$ cat src/hdl/assert_macros.svh
// assert_macros.svh: assertion macros shared by the rtl
// concurrent checks on clk with rst_n low disabling them; empty in synthesis
`ifndef ASSERT_MACROS_SVH
`define ASSERT_MACROS_SVH
`ifndef SYNTHESIS
`define SNP_ASSERT(lbl, prop) \
    lbl: assert property (@(posedge clk) disable iff (!rst_n) prop) \
        else $error("assertion failed");
`define SNP_ASSERT_MSG(lbl, prop, msg) \
    lbl: assert property (@(posedge clk) disable iff (!rst_n) prop) \
        else $error(msg);
`else
`define SNP_ASSERT(lbl, prop)
`define SNP_ASSERT_MSG(lbl, prop, msg)
`endif
`endif

$ cat src/hdl/snp_pkg.sv
// snp_pkg: types, character codes and helpers for the sheet notation parser
// no dependencies; used by every module of the block
package snp_pkg;

    localparam int SNP_MAX_CHORD = 16;
    localparam int KEY_W         = 5;
    localparam int NUM_W         = 16;
    localparam int Q_DEPTH       = 2;

    localparam logic [NUM_W-1:0] DEFAULT_DELAY_RST = 16'd100;
    localparam logic [NUM_W-1:0] NUM_SAT           = 16'hFFFF;
    localparam logic [KEY_W-1:0] KEY_MAX           = 5'd25;

    // character codes
    localparam logic [7:0] CH_LBRACK = 8'h5B;
    localparam logic [7:0] CH_RBRACK = 8'h5D;
    localparam logic [7:0] CH_LPAREN = 8'h28;
    localparam logic [7:0] CH_RPAREN = 8'h29;
    localparam logic [7:0] CH_UA     = 8'h41;
    localparam logic [7:0] CH_UZ     = 8'h5A;
    localparam logic [7:0] CH_LA     = 8'h61;
    localparam logic [7:0] CH_LZ     = 8'h7A;
    localparam logic [7:0] CH_0      = 8'h30;
    localparam logic [7:0] CH_9      = 8'h39;
    localparam logic [7:0] CASE_GAP  = 8'h20;
    localparam logic [19:0] RADIX    = 20'd10;

    // parser modes
    localparam logic [1:0] MODE_IDLE    = 2'd0;
    localparam logic [1:0] MODE_BRACKET = 2'd1;
    localparam logic [1:0] MODE_CHORD   = 2'd2;
    localparam logic [1:0] MODE_DIGITS  = 2'd3;

    typedef struct packed {
        logic [7:0] char_code;
        logic       end_of_sheet;
    } in_item_t;

    typedef struct packed {
        logic [KEY_W-1:0] key;
        logic [NUM_W-1:0] duration;
        logic             last_of_note;
        logic             chord_truncated;
    } out_item_t;

    // per-note data that travels with the key list
    typedef struct packed {
        logic [NUM_W-1:0] duration;
        logic             truncated;
    } note_info_t;

    // v * 10 + d, saturated to 16 bits
    function automatic logic [NUM_W-1:0] acc_digit(input logic [NUM_W-1:0] v,
                                                   input logic [3:0] d);
        logic [19:0] r;
        r = {4'b0, v} * RADIX + {16'b0, d};
        return (r > {4'b0, NUM_SAT}) ? NUM_SAT : r[NUM_W-1:0];
    endfunction

endpackage

$ cat src/hdl/sheet_notation_parser.sv
// sheet_notation_parser: top level of the music-sheet text parser
// depends on snp_pkg, snp_front, snp_queue, snp_back and assert_macros.svh

// Takes sheet text one byte per item and returns one item per note key, with
// last_of_note on the final key of each note or chord. The parser accepts a
// byte every cycle unless stalled; a byte carrying end_of_sheet also moves it
// to an end-of-sheet state that flushes any open note and restarts the parser.
// Finished notes wait in a two-entry note queue; the emitter drains the head
// note at one key per cycle while note_stall allows. Bytes stall only while
// that queue is full or an end of sheet is flushed. A cfg_we write sets the
// default and current delay, unless a bracket or restart sets the current one.
`include "assert_macros.svh"

module sheet_notation_parser
    import snp_pkg::*;
#(
    parameter int MAX_CHORD = SNP_MAX_CHORD
)
(
    input  logic             clk,
    input  logic             rst_n,
    input  logic             byte_valid,
    output logic             byte_stall,
    input  in_item_t         byte_item,
    output logic             note_valid,
    input  logic             note_stall,
    output out_item_t        note_item,
    input  logic             cfg_we,
    input  logic [NUM_W-1:0] cfg_data
);

    localparam int CNT_W = $clog2(MAX_CHORD + 1);

    logic                       q_push;
    logic                       q_full;
    logic                       q_pop;
    logic                       q_head_valid;
    logic [MAX_CHORD*KEY_W-1:0] q_push_keys;
    logic [MAX_CHORD*KEY_W-1:0] q_head_keys;
    logic [CNT_W-1:0]           q_push_count;
    logic [CNT_W-1:0]           q_head_count;
    note_info_t                 q_push_info;
    note_info_t                 q_head_info;

    // parser front
    snp_front #(
        .MAX_CHORD (MAX_CHORD)
    ) u_front (
        .clk        (clk),
        .rst_n      (rst_n),
        .byte_valid (byte_valid),
        .byte_stall (byte_stall),
        .byte_item  (byte_item),
        .cfg_we     (cfg_we),
        .cfg_data   (cfg_data),
        .q_full     (q_full),
        .push       (q_push),
        .push_keys  (q_push_keys),
        .push_count (q_push_count),
        .push_info  (q_push_info)
    );

    // note queue
    snp_queue #(
        .MAX_CHORD (MAX_CHORD)
    ) u_queue (
        .clk        (clk),
        .rst_n      (rst_n),
        .push       (q_push),
        .push_keys  (q_push_keys),
        .push_count (q_push_count),
        .push_info  (q_push_info),
        .full       (q_full),
        .pop        (q_pop),
        .head_valid (q_head_valid),
        .head_keys  (q_head_keys),
        .head_count (q_head_count),
        .head_info  (q_head_info)
    );

    // key emitter
    snp_back #(
        .MAX_CHORD (MAX_CHORD)
    ) u_back (
        .clk        (clk),
        .rst_n      (rst_n),
        .head_valid (q_head_valid),
        .head_keys  (q_head_keys),
        .head_count (q_head_count),
        .head_info  (q_head_info),
        .pop        (q_pop),
        .note_valid (note_valid),
        .note_stall (note_stall),
        .note_item  (note_item)
    );

    // checks
    `SNP_ASSERT_MSG(a_no_push_when_full, !(q_push && q_full), "note pushed into full queue")
    `SNP_ASSERT_MSG(a_pop_emits_last, q_pop |=> (note_valid && note_item.last_of_note), "pop without last key")
    `SNP_ASSERT(a_key_in_range, note_valid |-> (note_item.key <= KEY_MAX))

endmodule

$ cat src/hdl/snp_front.sv
// snp_front: byte parser; tracks delays, digits and the chord buffer
// depends on snp_pkg; pushes finished notes into snp_queue
module snp_front
    import snp_pkg::*;
#(
    parameter int MAX_CHORD = SNP_MAX_CHORD
)
(
    input  logic                        clk,
    input  logic                        rst_n,
    input  logic                        byte_valid,
    output logic                        byte_stall,
    input  in_item_t                    byte_item,
    input  logic                        cfg_we,
    input  logic [NUM_W-1:0]            cfg_data,
    input  logic                        q_full,
    output logic                        push,
    output logic [MAX_CHORD*KEY_W-1:0]  push_keys,
    output logic [$clog2(MAX_CHORD+1)-1:0] push_count,
    output note_info_t                  push_info
);

    localparam int CNT_W = $clog2(MAX_CHORD + 1);
    localparam int IDX_W = (MAX_CHORD > 1) ? $clog2(MAX_CHORD) : 1;
    localparam logic ST_RUN = 1'b0;
    localparam logic ST_EOS = 1'b1;

    logic             state_reg, state_next;
    logic [1:0]       mode_reg, mode_next;
    logic [NUM_W-1:0] def_reg, def_next;
    logic [NUM_W-1:0] cur_reg, cur_next;
    logic [NUM_W-1:0] brk_reg, brk_next;
    logic [NUM_W-1:0] pend_reg, pend_next;
    logic [CNT_W-1:0] count_reg, count_next;
    logic             ovf_reg, ovf_next;
    logic [KEY_W-1:0] keys_reg [MAX_CHORD];

    logic             key_we;
    logic [IDX_W-1:0] key_idx;
    logic [KEY_W-1:0] key_val;
    logic             accept;
    logic [7:0]       c;
    logic [3:0]       dval;
    logic             digit;
    logic             letter;
    logic             flush_need;
    logic [1:0]       m;

    assign byte_stall = (state_reg != ST_RUN) || q_full;
    assign accept     = byte_valid && !byte_stall;

    // fold case and classify the byte
    always_comb
    begin
        c = byte_item.char_code;
        if (c >= CH_LA && c <= CH_LZ)
        begin
            c = c - CASE_GAP;
        end
        digit  = (c >= CH_0) && (c <= CH_9);
        letter = (c >= CH_UA) && (c <= CH_UZ);
        dval   = 4'(c - CH_0);
    end

    // note snapshot handed to the queue
    genvar gi;
    generate
        for (gi = 0; gi < MAX_CHORD; gi++)
        begin : g_pack
            assign push_keys[gi*KEY_W +: KEY_W] = keys_reg[gi];
        end
    endgenerate
    assign push_count         = count_reg;
    assign push_info.duration = (pend_reg != '0) ? pend_reg : cur_reg;
    assign push_info.truncated = ovf_reg;

    // parser next state
    always_comb
    begin
        state_next = state_reg;
        mode_next  = mode_reg;
        def_next   = def_reg;
        cur_next   = cur_reg;
        brk_next   = brk_reg;
        pend_next  = pend_reg;
        count_next = count_reg;
        ovf_next   = ovf_reg;
        key_we     = 1'b0;
        key_idx    = '0;
        key_val    = 5'(c - CH_UA);
        push       = 1'b0;
        flush_need = 1'b0;
        m          = mode_reg;

        if (cfg_we)
        begin
            def_next = cfg_data;
            cur_next = cfg_data;
        end

        if (state_reg == ST_RUN)
        begin
            if (accept)
            begin
                if (!byte_item.char_code[7])
                begin
                    // a pending note ends at the first non-digit
                    if (m == MODE_DIGITS)
                    begin
                        if (digit)
                        begin
                            pend_next = acc_digit(pend_reg, dval);
                        end
                        else
                        begin
                            push       = (count_reg != '0);
                            count_next = '0;
                            ovf_next   = 1'b0;
                            pend_next  = '0;
                            m          = MODE_IDLE;
                        end
                    end
                    case (m)
                        MODE_IDLE:
                        begin
                            if (c == CH_LBRACK)
                            begin
                                brk_next = '0;
                                m        = MODE_BRACKET;
                            end
                            else if (c == CH_LPAREN)
                            begin
                                count_next = '0;
                                ovf_next   = 1'b0;
                                pend_next  = '0;
                                m          = MODE_CHORD;
                            end
                            else if (letter)
                            begin
                                key_we     = 1'b1;
                                key_idx    = '0;
                                count_next = CNT_W'(1);
                                ovf_next   = 1'b0;
                                pend_next  = '0;
                                m          = MODE_DIGITS;
                            end
                        end
                        MODE_BRACKET:
                        begin
                            if (c == CH_RBRACK)
                            begin
                                if (brk_reg != '0)
                                begin
                                    cur_next = brk_reg;
                                end
                                m = MODE_IDLE;
                            end
                            else if (digit)
                            begin
                                brk_next = acc_digit(brk_reg, dval);
                            end
                        end
                        MODE_CHORD:
                        begin
                            if (c == CH_RPAREN)
                            begin
                                pend_next = '0;
                                m         = MODE_DIGITS;
                            end
                            else if (letter)
                            begin
                                if (count_reg < CNT_W'(MAX_CHORD))
                                begin
                                    key_we     = 1'b1;
                                    key_idx    = count_reg[IDX_W-1:0];
                                    count_next = count_reg + CNT_W'(1);
                                end
                                else
                                begin
                                    ovf_next = 1'b1;
                                end
                            end
                        end
                        default:
                        begin
                        end
                    endcase
                    mode_next = m;
                end
                if (byte_item.end_of_sheet)
                begin
                    state_next = ST_EOS;
                end
            end
        end
        else
        begin
            // end of sheet: flush what is open, then restart
            flush_need = ((mode_reg == MODE_DIGITS) || (mode_reg == MODE_CHORD))
                         && (count_reg != '0);
            if (!flush_need || !q_full)
            begin
                push       = flush_need;
                state_next = ST_RUN;
                mode_next  = MODE_IDLE;
                cur_next   = def_reg;
                brk_next   = '0;
                pend_next  = '0;
                count_next = '0;
                ovf_next   = 1'b0;
            end
        end
    end

    // control and parser registers
    always_ff @(posedge clk or negedge rst_n)
    begin
        if (!rst_n)
        begin
            state_reg <= ST_RUN;
            mode_reg  <= MODE_IDLE;
            def_reg   <= DEFAULT_DELAY_RST;
            cur_reg   <= DEFAULT_DELAY_RST;
            brk_reg   <= '0;
            pend_reg  <= '0;
            count_reg <= '0;
            ovf_reg   <= 1'b0;
        end
        else
        begin
            state_reg <= state_next;
            mode_reg  <= mode_next;
            def_reg   <= def_next;
            cur_reg   <= cur_next;
            brk_reg   <= brk_next;
            pend_reg  <= pend_next;
            count_reg <= count_next;
            ovf_reg   <= ovf_next;
        end
    end

    // chord key buffer
    always_ff @(posedge clk)
    begin
        if (key_we)
        begin
            keys_reg[key_idx] <= key_val;
        end
    end

endmodule

$ cat src/hdl/snp_queue.sv
// snp_queue: short fifo of finished notes between parser and emitter
// depends on snp_pkg for widths and the note info type
module snp_queue
    import snp_pkg::*;
#(
    parameter int MAX_CHORD = SNP_MAX_CHORD
)
(
    input  logic                           clk,
    input  logic                           rst_n,
    input  logic                           push,
    input  logic [MAX_CHORD*KEY_W-1:0]     push_keys,
    input  logic [$clog2(MAX_CHORD+1)-1:0] push_count,
    input  note_info_t                     push_info,
    output logic                           full,
    input  logic                           pop,
    output logic                           head_valid,
    output logic [MAX_CHORD*KEY_W-1:0]     head_keys,
    output logic [$clog2(MAX_CHORD+1)-1:0] head_count,
    output note_info_t                     head_info
);

    localparam int CNT_W = $clog2(MAX_CHORD + 1);
    localparam int PTR_W = (Q_DEPTH > 1) ? $clog2(Q_DEPTH) : 1;
    localparam int LVL_W = $clog2(Q_DEPTH + 1);

    logic [MAX_CHORD*KEY_W-1:0] keys_mem  [Q_DEPTH];
    logic [CNT_W-1:0]           count_mem [Q_DEPTH];
    note_info_t                 info_mem  [Q_DEPTH];

    logic [PTR_W-1:0] wr_ptr_reg, wr_ptr_next;
    logic [PTR_W-1:0] rd_ptr_reg, rd_ptr_next;
    logic [LVL_W-1:0] level_reg, level_next;
    logic             do_push;
    logic             do_pop;

    assign full       = (level_reg == LVL_W'(Q_DEPTH));
    assign head_valid = (level_reg != '0);
    assign do_push    = push && !full;
    assign do_pop     = pop && head_valid;

    assign head_keys  = keys_mem[rd_ptr_reg];
    assign head_count = count_mem[rd_ptr_reg];
    assign head_info  = info_mem[rd_ptr_reg];

    // pointer and level update
    always_comb
    begin
        wr_ptr_next = wr_ptr_reg;
        rd_ptr_next = rd_ptr_reg;
        level_next  = level_reg;
        if (do_push)
        begin
            wr_ptr_next = (wr_ptr_reg == PTR_W'(Q_DEPTH - 1)) ? '0 : wr_ptr_reg + PTR_W'(1);
        end
        if (do_pop)
        begin
            rd_ptr_next = (rd_ptr_reg == PTR_W'(Q_DEPTH - 1)) ? '0 : rd_ptr_reg + PTR_W'(1);
        end
        if (do_push && !do_pop)
        begin
            level_next = level_reg + LVL_W'(1);
        end
        else if (do_pop && !do_push)
        begin
            level_next = level_reg - LVL_W'(1);
        end
    end

    always_ff @(posedge clk or negedge rst_n)
    begin
        if (!rst_n)
        begin
            wr_ptr_reg <= '0;
            rd_ptr_reg <= '0;
            level_reg  <= '0;
        end
        else
        begin
            wr_ptr_reg <= wr_ptr_next;
            rd_ptr_reg <= rd_ptr_next;
            level_reg  <= level_next;
        end
    end

    // entry storage
    always_ff @(posedge clk)
    begin
        if (do_push)
        begin
            keys_mem[wr_ptr_reg]  <= push_keys;
            count_mem[wr_ptr_reg] <= push_count;
            info_mem[wr_ptr_reg]  <= push_info;
        end
    end

endmodule

$ cat src/hdl/snp_back.sv
// snp_back: emits the head note one key per cycle, while note_stall allows, into the output register
// depends on snp_pkg; reads the head of snp_queue
module snp_back
    import snp_pkg::*;
#(
    parameter int MAX_CHORD = SNP_MAX_CHORD
)
(
    input  logic                           clk,
    input  logic                           rst_n,
    input  logic                           head_valid,
    input  logic [MAX_CHORD*KEY_W-1:0]     head_keys,
    input  logic [$clog2(MAX_CHORD+1)-1:0] head_count,
    input  note_info_t                     head_info,
    output logic                           pop,
    output logic                           note_valid,
    input  logic                           note_stall,
    output out_item_t                      note_item
);

    localparam int CNT_W = $clog2(MAX_CHORD + 1);
    localparam int IDX_W = (MAX_CHORD > 1) ? $clog2(MAX_CHORD) : 1;

    logic [IDX_W-1:0] k_reg, k_next;
    logic             valid_reg, valid_next;
    out_item_t        item_reg;
    logic             load;
    logic             last;

    assign load = head_valid && (!valid_reg || !note_stall);
    assign last = ((CNT_W'(k_reg) + CNT_W'(1)) == head_count);
    assign pop  = load && last;

    assign note_valid = valid_reg;
    assign note_item  = item_reg;

    // key counter and output valid
    always_comb
    begin
        k_next     = k_reg;
        valid_next = valid_reg;
        if (load)
        begin
            valid_next = 1'b1;
            k_next     = last ? '0 : k_reg + IDX_W'(1);
        end
        else if (!note_stall)
        begin
            valid_next = 1'b0;
        end
    end

    always_ff @(posedge clk or negedge rst_n)
    begin
        if (!rst_n)
        begin
            k_reg     <= '0;
            valid_reg <= 1'b0;
        end
        else
        begin
            k_reg     <= k_next;
            valid_reg <= valid_next;
        end
    end

    // output item register
    always_ff @(posedge clk)
    begin
        if (load)
        begin
            item_reg.key             <= head_keys[KEY_W*k_reg +: KEY_W];
            item_reg.duration        <= head_info.duration;
            item_reg.last_of_note    <= last;
            item_reg.chord_truncated <= head_info.truncated;
        end
    end

endmodule
$ cat config.mk
export PLATFORM = sky130hd
export DESIGN_NAME = sheet_notation_parser
export DESIGN_NICKNAME = d
export VERILOG_FILES = /design/src/hdl/snp_pkg.sv /design/src/hdl/sheet_notation_parser.sv /design/src/hdl/snp_front.sv /design/src/hdl/snp_queue.sv /design/src/hdl/snp_back.sv
export VERILOG_INCLUDE_DIRS = /design/src /design/src/hdl
export SDC_FILE = /design/constraint.sdc
export NUM_CORES = 1
export LEC_CHECK = 0
export ABC_AREA = 1
export BUFFER_PORTS_ARGS = -buffer_cell sky130_fd_sc_hd__buf_2
export CORE_ASPECT_RATIO = 0.7
export CORE_MARGIN = 5
export CORE_UTILIZATION = 31
export CTS_CLUSTER_SIZE = 10
export DETAILED_ROUTE_END_ITERATION = 12
export GPL_TIMING_DRIVEN = 1
export PLACE_DENSITY = 0.57
export SYNTH_ARGS = -nofsm -noshare
export SYNTH_HDL_FRONTEND = slang
export SYNTH_SLANG_ARGS = --single-unit
$ cat constraint.sdc
create_clock -name clk -period 6.1 [get_ports clk]
set_clock_uncertainty 0.15 [all_clocks]
set_input_delay 1.525 -clock clk [delete_from_list [all_inputs] [get_ports clk]]
set_output_delay 1.525 -clock clk [all_outputs]
set_load 0.01 [all_outputs]
== After elaboration in Yosys (flattened, before gate mapping) ==
Memories as Yosys holds them, arrays and structs flattened. A register that Yosys moved wholly into a read port is not among the register bits.
Cells that the tools add are included.
Operators by class
  add/sub/neg operators: 12
  $mul: 3
  magnitude comparators: 9
  equal/unequal tests: 16
  shift operators: 1
  muxes and demuxes: 109
  reduce and logical (&&, ||, !) cells: 32
Operators by type and width (count)
  $mux W16: 27
  $shiftx A80 B8 Y5: 1
  $pmux W16 S2: 2
  $mux W5: 12
  $add A20 B4 Y20: 2
  $gt A20 B16 Y1 const B: 2
  $mux W1: 39
  $mul A16 B3 Y19 const B: 2
  $mux W2: 16
  $mux W4: 8
  $reduce_bool A16 Y1: 2
  $eq A8 B6 Y1 const B: 2
  $eq A8 B7 Y1 const B: 2
  $ge A8 B7 Y1 const B: 2
  $le A8 B7 Y1 const B: 2
  $logic_and A1 B1 Y1: 11
  $pmux W5 S2: 1
  $eq A2 B2 Y1 const B: 4
  $ge A8 B6 Y1 const B: 1
  $le A8 B6 Y1 const B: 1
  $mux W8: 1
  $sub A8 B6 Y8 const B: 1
  $logic_not A1 Y1: 7
  $mul A3 B4 Y7 const A: 1
  24 further kinds: 33
Word-level totals
  bits in registers: 88
  RAM bits: 284
  bits of input ports: 30
  output and inout bits: 25
  word-level logic and storage cells: 201
  memories kept: 4
Memories
  u_queue.keys_mem: words 2, bits a word 80, read ports 1, clocked after memory_dff 0, write ports 1, RTL line snp_queue.sv:27  | logic [MAX_CHORD*KEY_W-1:0] keys_mem [Q_DEPTH];
  u_front.keys_reg: words 16, bits a word 5, read ports 16, clocked after memory_dff 0, write ports 1, RTL line snp_front.sv:36  | logic [KEY_W-1:0] keys_reg [MAX_CHORD];
  u_queue.info_mem: words 2, bits a word 17, read ports 1, clocked after memory_dff 1, write ports 1, RTL line snp_queue.sv:29  | note_info_t info_mem [Q_DEPTH];
  u_queue.count_mem: words 2, bits a word 5, read ports 1, clocked after memory_dff 0, write ports 1, RTL line snp_queue.sv:28  | logic [CNT_W-1:0] count_mem [Q_DEPTH];

== Longest topological paths before layout ==
  word-level depth: 17
  mapped depth: 23
  mapped depth without buffers: 22

== By module ==
A second synthesis with hierarchy kept.
Unflattened totals
  cell total of the unflattened synthesis: 2015
  area, all modules: 19284.7 um^2
By module, submodules not included
  snp_front: times used 1, cells an instance 1197, area an instance 9725.6 um^2, sequential area each 4236.6 um^2
  snp_queue: times used 1, cells an instance 565, area an instance 7684.9 um^2, sequential area each 6226.0 um^2
  snp_back: times used 1, cells an instance 253, area an instance 1874.3 um^2, sequential area each 815.8 um^2

== Worst setup path before layout ==
Ideal clock, no wire load.
  path kind: input to register
  start: input byte_item[1] (netlist name)
  end: memory u_queue.count_mem[1][0] (netlist name) (enable)
  library setup time: 0.565 ns
  arrival: 7.501 ns
  required time: 5.385 ns
  slack: -2.116 ns
  cell stages on the path: 14
  path buffers: 0
  cell sequence: inv_1 ha_1 nand2_1 nor2_1 nand3_1 nand3_2 nor2_1 nor2_1 nor2_2 nand2_1 nand2_1 o21ai_0 nand2_1 nor2_1
On the way
  word-level cells in the longest chain between the ends: 13
  elaborated cells between the ends (all ways): 16
  those cells by class: add/sub (1); order compare (4); mux (8); reduce/logical (3)
Ends and longest elaborated chain
  from (decl): RTL line sheet_notation_parser.sv:24  | input in_item_t byte_item,
  $ge A8 B7 Y1 or $le A8 B7 Y1 (tied branches): RTL line snp_front.sv:56  | if (c >= CH_LA && c <= CH_LZ)
  $logic_and A1 B1 Y1: RTL line snp_front.sv:56
  $mux W8 (*): RTL line snp_front.sv:56
  $ge A8 B6 Y1 or $le A8 B6 Y1 (tied branches): RTL line snp_front.sv:60  | digit = (c >= CH_0) && (c <= CH_9);
  $logic_and A1 B1 Y1 (*): RTL line snp_front.sv:60
  $mux W1 (*): RTL line snp_front.sv:110  | if (digit)
  $mux W1 (*): RTL line snp_front.sv:108  | if (m == MODE_DIGITS)
  $mux W1 (*): RTL line snp_front.sv:105  | if (!byte_item.char_code[7])
  $mux W1 (*): RTL line snp_front.sv:103  | if (accept)
  $mux W1 (*): RTL line snp_front.sv:101  | if (state_reg == ST_RUN)
  $logic_and A1 B1 Y1 (*): RTL line snp_queue.sv:39  | assign do_push = push && !full;
  $mux W1 (*): RTL line snp_queue.sv:89  | if (do_push)
  $mux W1 (not written as such) (*): RTL line snp_queue.sv:92  | count_mem[wr_ptr_reg] <= push_count;
  to (decl): RTL line snp_queue.sv:28
Mark *: on every way between the ends. The rest lies on a longest branch, timed or not.

== Final worst setup path ==
  start: input byte_item[2] (netlist name)
  end: memory u_front.keys_reg[13][0] (enable)
On the way
  word-level cells in the longest chain between the ends: 17
  elaborated cells between the ends (all ways): 38
  those cells by class: add/sub (1); order compare (6); eq/ne (4); mux (23); reduce/logical (4)
Ends and longest elaborated chain
  $ge A8 B7 Y1 or $le A8 B7 Y1 (tied branches): RTL line snp_front.sv:56
  $logic_and A1 B1 Y1: RTL line snp_front.sv:56
  $mux W8 (*): RTL line snp_front.sv:56
  $ge A8 B6 Y1 or $le A8 B6 Y1 (tied branches): RTL line snp_front.sv:60
  $logic_and A1 B1 Y1: RTL line snp_front.sv:60
  $mux W2: RTL line snp_front.sv:110
  $mux W2: RTL line snp_front.sv:108
  $mux W2: RTL line snp_front.sv:105
  $mux W2: RTL line snp_front.sv:103
  $mux W2: RTL line snp_front.sv:101
  $eq A2 B2 Y1 or $logic_not A2 Y1 (tied branches): RTL line snp_front.sv:123  | case (m)
  $pmux W1 S2: RTL line snp_front.sv:123
  $mux W1: RTL line snp_front.sv:105
  $mux W1: RTL line snp_front.sv:103
  $mux W1: RTL line snp_front.sv:101
  $mux W1: RTL line snp_front.sv:245  | if (key_we)
  $mux W1 (not written as such): RTL line snp_front.sv:247  | keys_reg[key_idx] <= key_val;
  to (decl): RTL line snp_front.sv:36
Mark *: on every way between the ends. The rest lies on a longest branch, timed or not. The select of a mux whose other input is x is not followed.

==> impl_metrics.py <==
metrics = {
    "clock_network": {
        "cts-buffers-inserted": 45,
        "clock-sinks": 389,
        "path_clk_slew_ns": 0.05,
        "post-cts-setup-buffers": 0,
        "hold_buffers": 0,
        "cts_tree": "built",
        "cts_buffer_depth": 3,
        "cts-root-buf": "clkbuf_16",
        "htree_levels": 2,
        "cts_resized": 0,
        "clk_latency_ns": 0.56,
    },
    "place": {
        "place.gp.congestion": 0.878,
        "port_buffers": 54,
        "dpl_cell_area_sq_um": 20600,
        "hpwl_um": 36300,
    },
    "power_and_ir_drop": {
        "p_per_area_nw_per_um2": 356,
        "p_leak_nw": 8.93,
        "vdd_drop_max_v": 0.000181,
        "total_power_mw": 7.79,
    },
    "worst_setup_path": {
        "worstSetupStartpointType": "input pin",
        "reg2reg_depth": 10,
        "cp.arrival_ns": 4.37,
        "endpoint_kind": "flop",
        "critPathKind": "input pin to flop",
        "critical_path_required_ns": 6.13,
        "cp_max_fo": 7,
    },
    "timing": {
        "relSlewSlack": 0.233,
        "slew_violations": 0,
        "rsz0062_at_grt": "no",
        "fin_crit_sh": 0.711,
        "setup_viol": 0,
        "post-route-min-period_ns": 4.34,
        "tightest_slew_ns": 1.15,
        "hold_violations": 0,
        "clock.fmax_mhz": 231,
        "tns_ns": 0,
        "holdWs_ns": 0.284,
    },
    "routing": {
        "drcViolationCount": 0,
        "vias": 14600,
        "drt_iter0_drc": 1404,
        "first_pass_iters": 5,
        "routedWlPerCell_um": 17.8,
        "viasPerCell": 5.01,
        "wl_um": 51800,
        "ant_nets": 0,
    },
    "grt": {
        "grt_pass1_wl_um": 81300,
        "top_usage_layer": "met1",
        "grt_use_met1": 0.243,
        "grtUsageMet2": 0.206,
        "grtUsageTotal": 0.151,
        "grt_max_degree": 103,
        "grt_overflow": 0,
        "antenna_found_initial": 6,
        "grtUsageMet3": 0.0318,
        "grt_pass1_vias": 13900,
    },
    "synth": {
        "synth-edff-count": 307,
        "synth_area_per_cell_sq_um": 9.62,
        "synthFlopType": "edfxtp_1",
        "yosys-top-cells-area": "edfxtp_1 (48%), nand2_1 (10%), dfrtp_1 (9.8%)",
        "synth.net_count": 2122,
        "syn_area_sq_um": 19400,
        "synth_top_cell_area_share": 0.476,
        "yosys_warnings": 0,
        "synth_seq_cells": 389,
        "ys_seq_area_frac": 0.582,
        "synth.distinct_cells": 48,
        "syn_inst": 2015,
        "yosysTopAreaCell": "edfxtp_1",
        "async_flop_share": 0.211,
    },
    "finish": {
        "largest_reg_flops": 160,
        "final_common_cell": "nand2_1",
        "fin_util": 0.355,
        "fillCellCount": 6072,
        "synthToLayoutAreaGrowth_pct": 12.9,
        "final_area_sq_um": 21900,
        "final_nets": 2175,
        "drive_gt1_frac": 0.0946,
        "layout_common_cells": "nand2_1 (525), edfxtp_1 (307), o21ai_0 (193)",
    },
    "die": {
        "ioPinCount": 55,
        "dieArea_sq_um": 67700,
        "initial_core_util": 0.314,
        "fp.coreArea_sq_um": 61700,
        "rows": 76,
        "die_h_um": 219,
        "die_w_um": 309,
    },
    "run": {
        "drv_cap": 0,
    },
    "worst_hold_path": {
        "worstHoldPathCells": 0,
        "hp-class": "flop to flop",
    },
    "outcome": {
        "outcome": "finished, final reports clean",
    },
}
[metal layers]
metal,part of all wire,wire [um],vias to the layer above
met4,0.017,907,4
met5,0.00052,27,-
met3,0.077,4020,80
met1,0.51,26500,7037
li1,-,-,7005
met2,0.39,20400,461
[critical path, cell delays in order]
cell and delay (ns):
buf_2 0.17, inv_1 0.12, ha_1 0.19, nand2_1 0.07, nor2_1 0.15, nand3_1 0.15
nand3_2 0.15, nand2_2 0.10, inv_2 0.07, nor2_1 0.04, o21ai_2 0.23, nand3_2 0.17
nor3_1 0.38, nand2_1 0.23, nor2_1 0.61
[Yosys cell counts (6+ instances only)]
| cell type | count |
|---|---|
| o21bai_1 | 10 |
| nand4_1 | 49 |
| clkbuf_1 | 55 |
| nand2_1 | 525 |
| o221ai_1 | 15 |
| inv_2 | 13 |
| xnor2_1 | 8 |
| ha_1 | 73 |
| o21ai_0 | 193 |
| dfstp_2 | 6 |
| nand3_2 | 6 |
| nor3_1 | 24 |
| o21ai_1 | 12 |
| nor2_2 | 14 |
| nand2_2 | 15 |
| a21oi_1 | 21 |
| edfxtp_1 | 307 |
| nand3_1 | 111 |
| inv_1 | 175 |
| nor2_1 | 187 |
| o22ai_1 | 38 |
| nor4_1 | 7 |
| dfrtp_1 | 76 |
| xor2_1 | 27 |
[final cells by class]
class	count	area [sq um]	area share
Multi-Input combinational cell	1369	7120	0.325
Antenna cell	1	2.50	0.000114
Sequential cell	389	11300	0.515
Tap cell	819	1020	0.0468
Clock inverter	5	52.6	0.00240
Clock buffer	68	1220	0.0559
Timing Repair Buffer	74	473	0.0216
Inverter	189	709	0.0324
[logic make-up after synthesis]
logic type / after synthesis / synth area share
flip-flops: 389 / 0.582
adder cells (fa/ha/maj): 77 / 0.0513
buffers and inverters: 257 / 0.0516
AND/OR/NAND/NOR: 950 / 0.209
AO/OA/AOI/OAI: 304 / 0.0880
multiplexers: 1 / 0.000516
XOR/XNOR: 37 / 0.0175
[metrics by stage]
step | instances | worst slack (ns)
3_3_place_gp | 2840 | 1.46
4_1_cts | 2913 | 1.79
6_report | 2914 | 1.76
5_1_grt | 2913 | 1.46
3_5_place_dp | 2840 | 1.22
2_1_floorplan | 2015 | -0.401
[power breakdown]
group          internal, mW  leakage (nW)  switching [mW]
clock network          1.38         0.614            1.01
logic                 0.584          4.46            1.40
registers              3.23          3.85           0.187
[worst paths after layout]
kind	from	endpoint	slack [ns]
setup / recovery	byte_item[2]	u_front.keys_reg[13][0]	1.76
hold / removal	u_front.keys_reg[15][1]	u_queue.keys_mem[1][76]	0.28
setup reg to reg	u_front.state_reg	u_front.keys_reg[13][0]	1.87
hold reg to reg	u_front.keys_reg[15][1]	u_queue.keys_mem[1][76]	0.28
max in group asynchronous	rst_n	u_queue.rd_ptr_reg	3.96
min in group asynchronous	rst_n	u_front.def_reg[9]	0.81
No activity file was read; power rests on OpenSTA's default activity.
